## src/hw/rtl/assert_macros.svh

```systemverilog
// assertion helpers, sampled on clk and disabled during rst
`ifndef ASSERT_MACROS_SVH
`define ASSERT_MACROS_SVH

// consequent checked in the same cycle as the antecedent
`define GWS_ASSERT_SAME(lbl, ante, cons, msg) \
  lbl: assert property (@(posedge clk) disable iff (rst) (ante) |-> (cons)) else $error(msg);

// consequent checked in the cycle after the antecedent
`define GWS_ASSERT_NEXT(lbl, ante, cons, msg) \
  lbl: assert property (@(posedge clk) disable iff (rst) (ante) |=> (cons)) else $error(msg);

`endif

```

## src/hw/rtl/gws_pkg.sv

```systemverilog
package gws_pkg;

  localparam int CFG_IDX_W  = 3;
  localparam int CFG_DATA_W = 16;

  // phase codes, same encoding as new_state and state_code
  localparam logic [2:0] PH_IDLE   = 3'd0;
  localparam logic [2:0] PH_UNWIND = 3'd1;
  localparam logic [2:0] PH_LOWER  = 3'd2;
  localparam logic [2:0] PH_WIND   = 3'd3;
  localparam logic [2:0] PH_RAISE  = 3'd4;

  // winch drive codes
  localparam logic [1:0] DRV_STOP   = 2'd0;
  localparam logic [1:0] DRV_UNWIND = 2'd1;
  localparam logic [1:0] DRV_WIND   = 2'd2;

  // configuration register indexes
  localparam logic [CFG_IDX_W-1:0] CFG_UNWIND_TICKS  = 3'd0;
  localparam logic [CFG_IDX_W-1:0] CFG_WIND_TICKS    = 3'd1;
  localparam logic [CFG_IDX_W-1:0] CFG_SERVO_TICKS   = 3'd2;
  localparam logic [CFG_IDX_W-1:0] CFG_EARLY_TICKS   = 3'd3;
  localparam logic [CFG_IDX_W-1:0] CFG_CURRENT_LIMIT = 3'd4;
  localparam logic [CFG_IDX_W-1:0] CFG_LOWER_PULSE   = 3'd5;
  localparam logic [CFG_IDX_W-1:0] CFG_RAISE_PULSE   = 3'd6;

  // reset values
  localparam logic [15:0] RST_UNWIND_TICKS  = 16'd1000;
  localparam logic [15:0] RST_WIND_TICKS    = 16'd1000;
  localparam logic [15:0] RST_SERVO_TICKS   = 16'd500;
  localparam logic [15:0] RST_EARLY_TICKS   = 16'd10;
  localparam logic [11:0] RST_CURRENT_LIMIT = 12'd2048;
  localparam logic [11:0] RST_LOWER_PULSE   = 12'd800;
  localparam logic [11:0] RST_RAISE_PULSE   = 12'd1200;

  typedef struct packed {
    logic        command;
    logic [2:0]  new_state;
    logic [11:0] current_sample;
  } in_item_t;

  typedef struct packed {
    logic [2:0]  state_code;
    logic [1:0]  motor_drive;
    logic [11:0] servo_command;
    logic        grip_success;
  } out_item_t;

  typedef struct packed {
    logic [15:0] unwind_ticks;
    logic [15:0] wind_ticks;
    logic [15:0] servo_ticks;
    logic [15:0] early_motor_ticks;
    logic [11:0] current_limit;
    logic [11:0] lower_pulse;
    logic [11:0] raise_pulse;
  } cfg_t;

  typedef struct packed {
    logic [2:0]  phase;
    logic [15:0] unwind_left;
    logic [15:0] wind_left;
    logic [15:0] servo_left;
    logic [1:0]  drive_held;
    logic [11:0] servo_held;
    logic        success_flag;
  } seq_state_t;

endpackage

```

## src/hw/rtl/gws_cfg.sv

```systemverilog
module gws_cfg (
  input  logic                            clk,
  input  logic                            rst,
  input  logic                            cfg_wr_en,
  input  logic [gws_pkg::CFG_IDX_W-1:0]   cfg_index,
  input  logic [gws_pkg::CFG_DATA_W-1:0]  cfg_data,
  output gws_pkg::cfg_t                   cfg
);

  always_ff @(posedge clk) begin
    if (rst) begin
      cfg.unwind_ticks      <= gws_pkg::RST_UNWIND_TICKS;
      cfg.wind_ticks        <= gws_pkg::RST_WIND_TICKS;
      cfg.servo_ticks       <= gws_pkg::RST_SERVO_TICKS;
      cfg.early_motor_ticks <= gws_pkg::RST_EARLY_TICKS;
      cfg.current_limit     <= gws_pkg::RST_CURRENT_LIMIT;
      cfg.lower_pulse       <= gws_pkg::RST_LOWER_PULSE;
      cfg.raise_pulse       <= gws_pkg::RST_RAISE_PULSE;
    end else if (cfg_wr_en) begin
      case (cfg_index)
        gws_pkg::CFG_UNWIND_TICKS:  cfg.unwind_ticks      <= cfg_data;
        gws_pkg::CFG_WIND_TICKS:    cfg.wind_ticks        <= cfg_data;
        gws_pkg::CFG_SERVO_TICKS:   cfg.servo_ticks       <= cfg_data;
        gws_pkg::CFG_EARLY_TICKS:   cfg.early_motor_ticks <= cfg_data;
        gws_pkg::CFG_CURRENT_LIMIT: cfg.current_limit     <= cfg_data[11:0];
        gws_pkg::CFG_LOWER_PULSE:   cfg.lower_pulse       <= cfg_data[11:0];
        gws_pkg::CFG_RAISE_PULSE:   cfg.raise_pulse       <= cfg_data[11:0];
        default: ;
      endcase
    end
  end

endmodule

```

## src/hw/rtl/gws_step.sv

```systemverilog
module gws_step (
  input  gws_pkg::seq_state_t cur,
  input  gws_pkg::in_item_t   item,
  input  gws_pkg::cfg_t       cfg,
  output gws_pkg::seq_state_t nxt
);

  logic [15:0] unwind_dec;
  logic [15:0] wind_dec;
  logic [15:0] servo_dec;

  assign unwind_dec = cur.unwind_left - 16'd1;
  assign wind_dec   = cur.wind_left - 16'd1;
  assign servo_dec  = cur.servo_left - 16'd1;

  always_comb begin
    nxt = cur;
    if (item.command) begin
      // forced phase, timers and outputs untouched
      nxt.phase = item.new_state;
    end else begin
      case (cur.phase)
        gws_pkg::PH_UNWIND: begin
          nxt.unwind_left = unwind_dec;
          nxt.drive_held  = gws_pkg::DRV_UNWIND;
          if (unwind_dec == 16'd0) begin
            nxt.drive_held  = gws_pkg::DRV_STOP;
            nxt.unwind_left = cfg.unwind_ticks;
            nxt.wind_left   = cfg.wind_ticks;
            nxt.phase       = gws_pkg::PH_LOWER;
          end
        end
        gws_pkg::PH_LOWER: begin
          nxt.servo_held = cfg.lower_pulse;
          nxt.servo_left = servo_dec;
          if (servo_dec == 16'd0) begin
            nxt.servo_left = cfg.servo_ticks;
            nxt.phase      = gws_pkg::PH_WIND;
          end else if (servo_dec <= cfg.early_motor_ticks) begin
            nxt.drive_held = gws_pkg::DRV_WIND;
          end
        end
        gws_pkg::PH_WIND: begin
          nxt.wind_left  = wind_dec;
          nxt.drive_held = gws_pkg::DRV_WIND;
          if (wind_dec == 16'd0) begin
            nxt.drive_held   = gws_pkg::DRV_STOP;
            nxt.unwind_left  = cfg.unwind_ticks;
            nxt.wind_left    = cfg.wind_ticks;
            nxt.phase        = gws_pkg::PH_IDLE;
            nxt.success_flag = 1'b0;
          end else if (item.current_sample >= cfg.current_limit) begin
            // wind timer keeps its partial count here
            nxt.drive_held   = gws_pkg::DRV_STOP;
            nxt.unwind_left  = cfg.unwind_ticks;
            nxt.phase        = gws_pkg::PH_IDLE;
            nxt.success_flag = 1'b1;
          end
        end
        gws_pkg::PH_RAISE: begin
          nxt.drive_held = gws_pkg::DRV_STOP;
          nxt.servo_held = cfg.raise_pulse;
          nxt.servo_left = servo_dec;
          if (servo_dec == 16'd0) begin
            nxt.servo_left = cfg.servo_ticks;
            nxt.phase      = gws_pkg::PH_UNWIND;
          end else if (servo_dec <= cfg.early_motor_ticks) begin
            nxt.drive_held = gws_pkg::DRV_UNWIND;
          end
        end
        default: begin
          // idle and unused codes
          nxt.drive_held = gws_pkg::DRV_STOP;
        end
      endcase
    end
  end

endmodule

```

## src/hw/rtl/gripper_winch_sequencer.sv

```systemverilog
// Gripper winch sequencer: each input transaction is either one control tick or a
// forced phase change, and produces exactly one result transaction carrying the phase,
// the held winch drive, the held servo command and the grip success flag after that
// item. The sequencer state and the result register both update at the accepting edge,
// the result appears on out_data in the cycle after acceptance, and a new item is
// accepted every cycle as long as the result register is empty or being taken
// (in_stall is high only while a result waits under out_stall). Timer count writes take
// effect at the next timer reload; the other configuration fields apply on each tick.
`include "assert_macros.svh"

module gripper_winch_sequencer (
  input  logic                            clk,
  input  logic                            rst,
  input  logic                            cfg_wr_en,
  input  logic [gws_pkg::CFG_IDX_W-1:0]   cfg_index,
  input  logic [gws_pkg::CFG_DATA_W-1:0]  cfg_data,
  input  logic                            in_valid,
  output logic                            in_stall,
  input  gws_pkg::in_item_t               in_data,
  output logic                            out_valid,
  input  logic                            out_stall,
  output gws_pkg::out_item_t              out_data
);

  gws_pkg::cfg_t       cfg;
  gws_pkg::seq_state_t seq;
  gws_pkg::seq_state_t seq_next;
  logic                in_acc;

  gws_cfg u_cfg (
    .clk       (clk),
    .rst       (rst),
    .cfg_wr_en (cfg_wr_en),
    .cfg_index (cfg_index),
    .cfg_data  (cfg_data),
    .cfg       (cfg)
  );

  gws_step u_step (
    .cur  (seq),
    .item (in_data),
    .cfg  (cfg),
    .nxt  (seq_next)
  );

  assign in_stall = out_valid && out_stall;
  assign in_acc   = in_valid && !in_stall;

  always_ff @(posedge clk) begin
    if (rst) begin
      seq.phase        <= gws_pkg::PH_IDLE;
      seq.unwind_left  <= gws_pkg::RST_UNWIND_TICKS;
      seq.wind_left    <= gws_pkg::RST_WIND_TICKS;
      seq.servo_left   <= gws_pkg::RST_SERVO_TICKS;
      seq.drive_held   <= gws_pkg::DRV_WIND;
      seq.servo_held   <= 12'd0;
      seq.success_flag <= 1'b0;
      out_valid        <= 1'b0;
    end else begin
      if (in_acc) begin
        seq       <= seq_next;
        out_valid <= 1'b1;
      end else if (!out_stall) begin
        out_valid <= 1'b0;
      end
    end
  end

  // result payload, loaded with each accepted transaction
  always_ff @(posedge clk) begin
    if (in_acc) begin
      out_data.state_code    <= seq_next.phase;
      out_data.motor_drive   <= seq_next.drive_held;
      out_data.servo_command <= seq_next.servo_held;
      out_data.grip_success  <= seq_next.success_flag;
    end
  end

  `GWS_ASSERT_NEXT(a_force_phase, in_acc && in_data.command, out_valid && out_data.state_code == $past(in_data.new_state), "forced phase not reported")

  `GWS_ASSERT_SAME(a_drive_code, out_valid, out_data.motor_drive == gws_pkg::DRV_STOP || out_data.motor_drive == gws_pkg::DRV_UNWIND || out_data.motor_drive == gws_pkg::DRV_WIND, "illegal drive code")

  `GWS_ASSERT_SAME(a_success_idle, $rose(seq.success_flag), seq.phase == gws_pkg::PH_IDLE && seq.drive_held == gws_pkg::DRV_STOP, "success set outside wind exit")

endmodule
```

## config.mk

```make
export PLATFORM = sky130hd
export DESIGN_NAME = gripper_winch_sequencer
export DESIGN_NICKNAME = d
export VERILOG_FILES = /design/src/hw/rtl/gws_pkg.sv /design/src/hw/rtl/gws_cfg.sv /design/src/hw/rtl/gws_step.sv /design/src/hw/rtl/gripper_winch_sequencer.sv
export VERILOG_INCLUDE_DIRS = /design/src /design/src/hw/rtl
export SDC_FILE = /design/constraint.sdc
export NUM_CORES = 1
export LEC_CHECK = 0
export BUFFER_PORTS_ARGS = -buffer_cell sky130_fd_sc_hd__buf_2
export CAP_MARGIN = 10
export CORE_ASPECT_RATIO = 0.75
export CORE_MARGIN = 3
export CORE_UTILIZATION = 45
export CTS_BUF_LIST = sky130_fd_sc_hd__clkbuf_2
export DETAILED_ROUTE_END_ITERATION = 6
export MAX_ROUTING_LAYER = met4
export PLACE_DENSITY_LB_ADDON = 0.25
export SETUP_SLACK_MARGIN = 0.4
export SLEW_MARGIN = 20
export SYNTH_ARGS = -nofsm -noshare
export SYNTH_HDL_FRONTEND = slang
export SYNTH_HIERARCHICAL = 1
export SYNTH_SLANG_ARGS = --single-unit
export TNS_END_PERCENT = 20
```

## constraint.sdc

```tcl
create_clock -name clk -period 3.7 [get_ports clk]
set_clock_uncertainty 0.2 [all_clocks]
set_input_delay 0.37 -clock clk [delete_from_list [all_inputs] [get_ports clk]]
set_output_delay 0.37 -clock clk [all_outputs]
set_load 0.01 [all_outputs]
```

==> flow_summary.ini <==
[run_status]
status = complete, no violations

[layout]
ff_latch_area_um2 = 3909
multiInputGateArea_um2 = 6665
fin_nets = 1404
fillers = 2140
final_util_pct = 53.54
final_common_cell = nand2b_1
final_layout_size_suffix_gt1_share_pct = 16.08
diodes = 0
postLayoutCellArea_um2 = 12540
area.growth.synth_to_final_pct = 14.81
mostFrequentLayoutCells = 197 x nand2b_1, 170 x mux2i_1, 157 x dfxtp_1, 128 x nor2_1, 62 x nand2_1

[yosys]
ys.flop_type = dfxtp_1
synth_cells = 1245
yosys_warnings = 6
async_flop_share_pct = 0
yosys.area.top_type = dfxtp_1
synth_area_um2 = 10920
synth-edff-count = 18
ys_types = 73
synth_nets = 1319
synth-seq-cells = 185
seq_area_frac_synth_pct = 35.56
synth_top_area_share_pct = 30.61
syn_avg_cell_area_um2 = 8.773
synthTopCellsByArea = dfxtp_1 31%, mux2i_1 16%, nand2b_1 11%, edfxtp_1 4.9%, nor2_1 4.5%

[routing]
viasPerCell = 5.540
wl_per_cell_um = 17.73
drc = 0
antenna_left = 0
route.vias.total = 9103
drt_iter0_drc = 717
first_pass_iters = 5
wirelength_um = 29130

[floorplan]
rows = 48
num_io_pins = 60
die_height_um = 140.9
fp.dieW_um = 185.9
core_um2 = 23420
start_util_pct = 46.63
die-area_um2 = 26200

[sta]
hold_violations = 0
fmax_ghz = 0.2950
fin_tns_setup_ns = 0
worst_slew_pin_slew_ns = 1.063
slew_violations = 0
fin_crit_sh_pct = 91.61
setup_viol = 0
finalCriticalPeriod_ns = 3.390
rsz0062_at_grt = yes
max-slew-margin-rel_pct = 28.74

[power]
leakagePower_uw = 0.005112
swShare_pct = 28.32
power.switching_uw = 1069
ir_worst_vdd_uv = 298.9
pwr-share-seq_pct = 56.0
p_int_uw = 2706
power_density_nw_per_um2 = 301.1
power_uw = 3776
power.share.clock_pct = 30.2
p_comb_share_pct = 13.9

[cts]
clock-root-buffer = clkbuf_2
cts.sinks = 185
clk_latency_ns = 0.78
cts_tree = done
htreeDepth = 4
path_clk_slew_ns = 0.28
cts_buffer_depth = 2
numCtsBuffers = 17

[setup_path]
cpMaxStageDelayCell = or4b_4
required_ns = 4.17
cpPeakStageDelay_ns = 0.49
crit_type = reg -> reg
cp_max_fo = 7
worst_ep_arrival_time_ns = 3.86
crit_path_end_kind = flip-flop
path_cells = inv_2 > ha_4 > or4b_4 > o31a_1 > nor4_4 > o2111ai_4 > and2_2 > o21ai_1 > a21oi_1 > a221o_1 > nand2b_1 > mux2i_1
cp-start-kind = flip-flop

[worst_hold_path]
hold_class = in -> reg

[global_route]
grt_overflow_total = 0
grt_use_total_pct = 22.87
antenna_found_initial = 0
grt_pass1_vias = 8404
grt_pass1_wl_um = 46090
grt_max_degree = 145

[place]
post-dp-hpwl_um = 20380
gp_congestion = 0.9765
io_buffers = 59
placedInstanceArea_um2 = 11460

[flow_run]
drv_cap = 0
## critical path, delay by kind of cell, from the launching register on
| kind | cells | cell delay, ns |
|---|---|---|
| simple gates | 4 | 1.24 |
| compound gates | 5 | 1.13 |
| flops | 1 | 0.44 |
| fa+ha+maj | 1 | 0.13 |
| buf+inv | 1 | 0.07 |
| mux | 1 | 0.06 |
## worst paths after layout
| path | slack, ns | end | cells after the start | startpoint |
|---|---|---|---|---|
| max | 0.31 | seq[41] | 12 | seq[47] |
| max reg2reg | 0.31 | seq[41] | 12 | seq[47] |
| min reg2reg | 0.29 | seq[11] | 2 | seq[11] |
| min | 0.08 | seq[62] | 4 | out_stall |
## power by group through the flow
stage | logic (µW) | registers, µW | clock network [µW]
after global placement | 458 | 2150 | 0
after CTS | 499 | 2110 | 1170
after floorplan | 322 | 2150 | 0
after global routing | 571 | 2120 | 1250
after detailed placement | 462 | 2150 | 0
final | 523 | 2110 | 1140
## state kept, by name (all words and copies together) (netlist names)
signal     count
out_valid      1
u_cfg/cfg    100
seq           66
out_data      18
## Yosys cell counts, types with 8 or more instances
| master | n |
|---|---|
| nor3_1 | 24 |
| mux2i_1 | 170 |
| a21boi_0 | 9 |
| buf_6 | 8 |
| clkbuf_1 | 54 |
| edfxtp_1 | 18 |
| o21ai_0 | 44 |
| a21oi_1 | 34 |
| nand2b_1 | 197 |
| buf_2 | 17 |
| nor4_1 | 13 |
| inv_1 | 40 |
| dfxtp_1 | 167 |
| a211o_1 | 9 |
| a22oi_1 | 14 |
| a221o_1 | 23 |
| nand2_1 | 65 |
| ha_1 | 34 |
| nor2b_1 | 8 |
| o31ai_1 | 10 |
| xnor2_1 | 11 |
| nand4_1 | 10 |
| nand3_1 | 16 |
| nor2_1 | 131 |
## metal layers
metal | global-route usage, % | part of all wire [%] | vias to the layer above | wire length [µm]
li1 | - | - | 4519 | -
met1 | 34.58 | 51 | 4296 | 14880
met2 | 31.76 | 41 | 266 | 11980
met3 | 4.823 | 7.0 | 22 | 2025
met4 | 3.643 | 0.84 | 0 | 246
met5 | - | 0 | - | 0
## area by class of cell
cell class,instances,area share [%]
multi-input combinational,932,53.15
clock inverter,12,1.317
sequential,185,31.17
timing repair buffer,154,9.358
clock buffer,20,0.7982
tap,300,2.993
inverter,40,1.217
## per-stage QoR
step	hold slack (ns)	cells	worst slack [ns]
global placement	0.2583	1553	0.07860
CTS	0.009569	1630	0.3515
detailed placement	0.2661	1553	0.01383
finish	0.08307	1643	0.3104
floorplan	0.2475	1245	0.4572
global route	0.03062	1643	0.1755
## timing repair
item / CTS / global route
gates cloned: 0 / 1
setup buffers: 10 / 12
hold endpoints to repair: 116 / 0
pin swaps: 14 / 25
resized for setup: 26 / 37
hold buffers: 35 / 0
setup endpoints to repair: 38 / 57
## cell families (layout without fill, tap and decap cells)
logic type	count (synthesis)	after routing	share of synthesized area [%]
AND/OR/NAND/NOR	519	519	25.80
AO/OA/AOI/OAI	193	193	12.39
flip-flops	185	185	35.56
multiplexers	170	170	15.58
buffers and inverters	128	226	5.498
adder cells (fa/ha/maj)	34	34	3.895
XOR/XNOR	16	16	1.283
No activity file was read; power rests on OpenSTA's default activity.
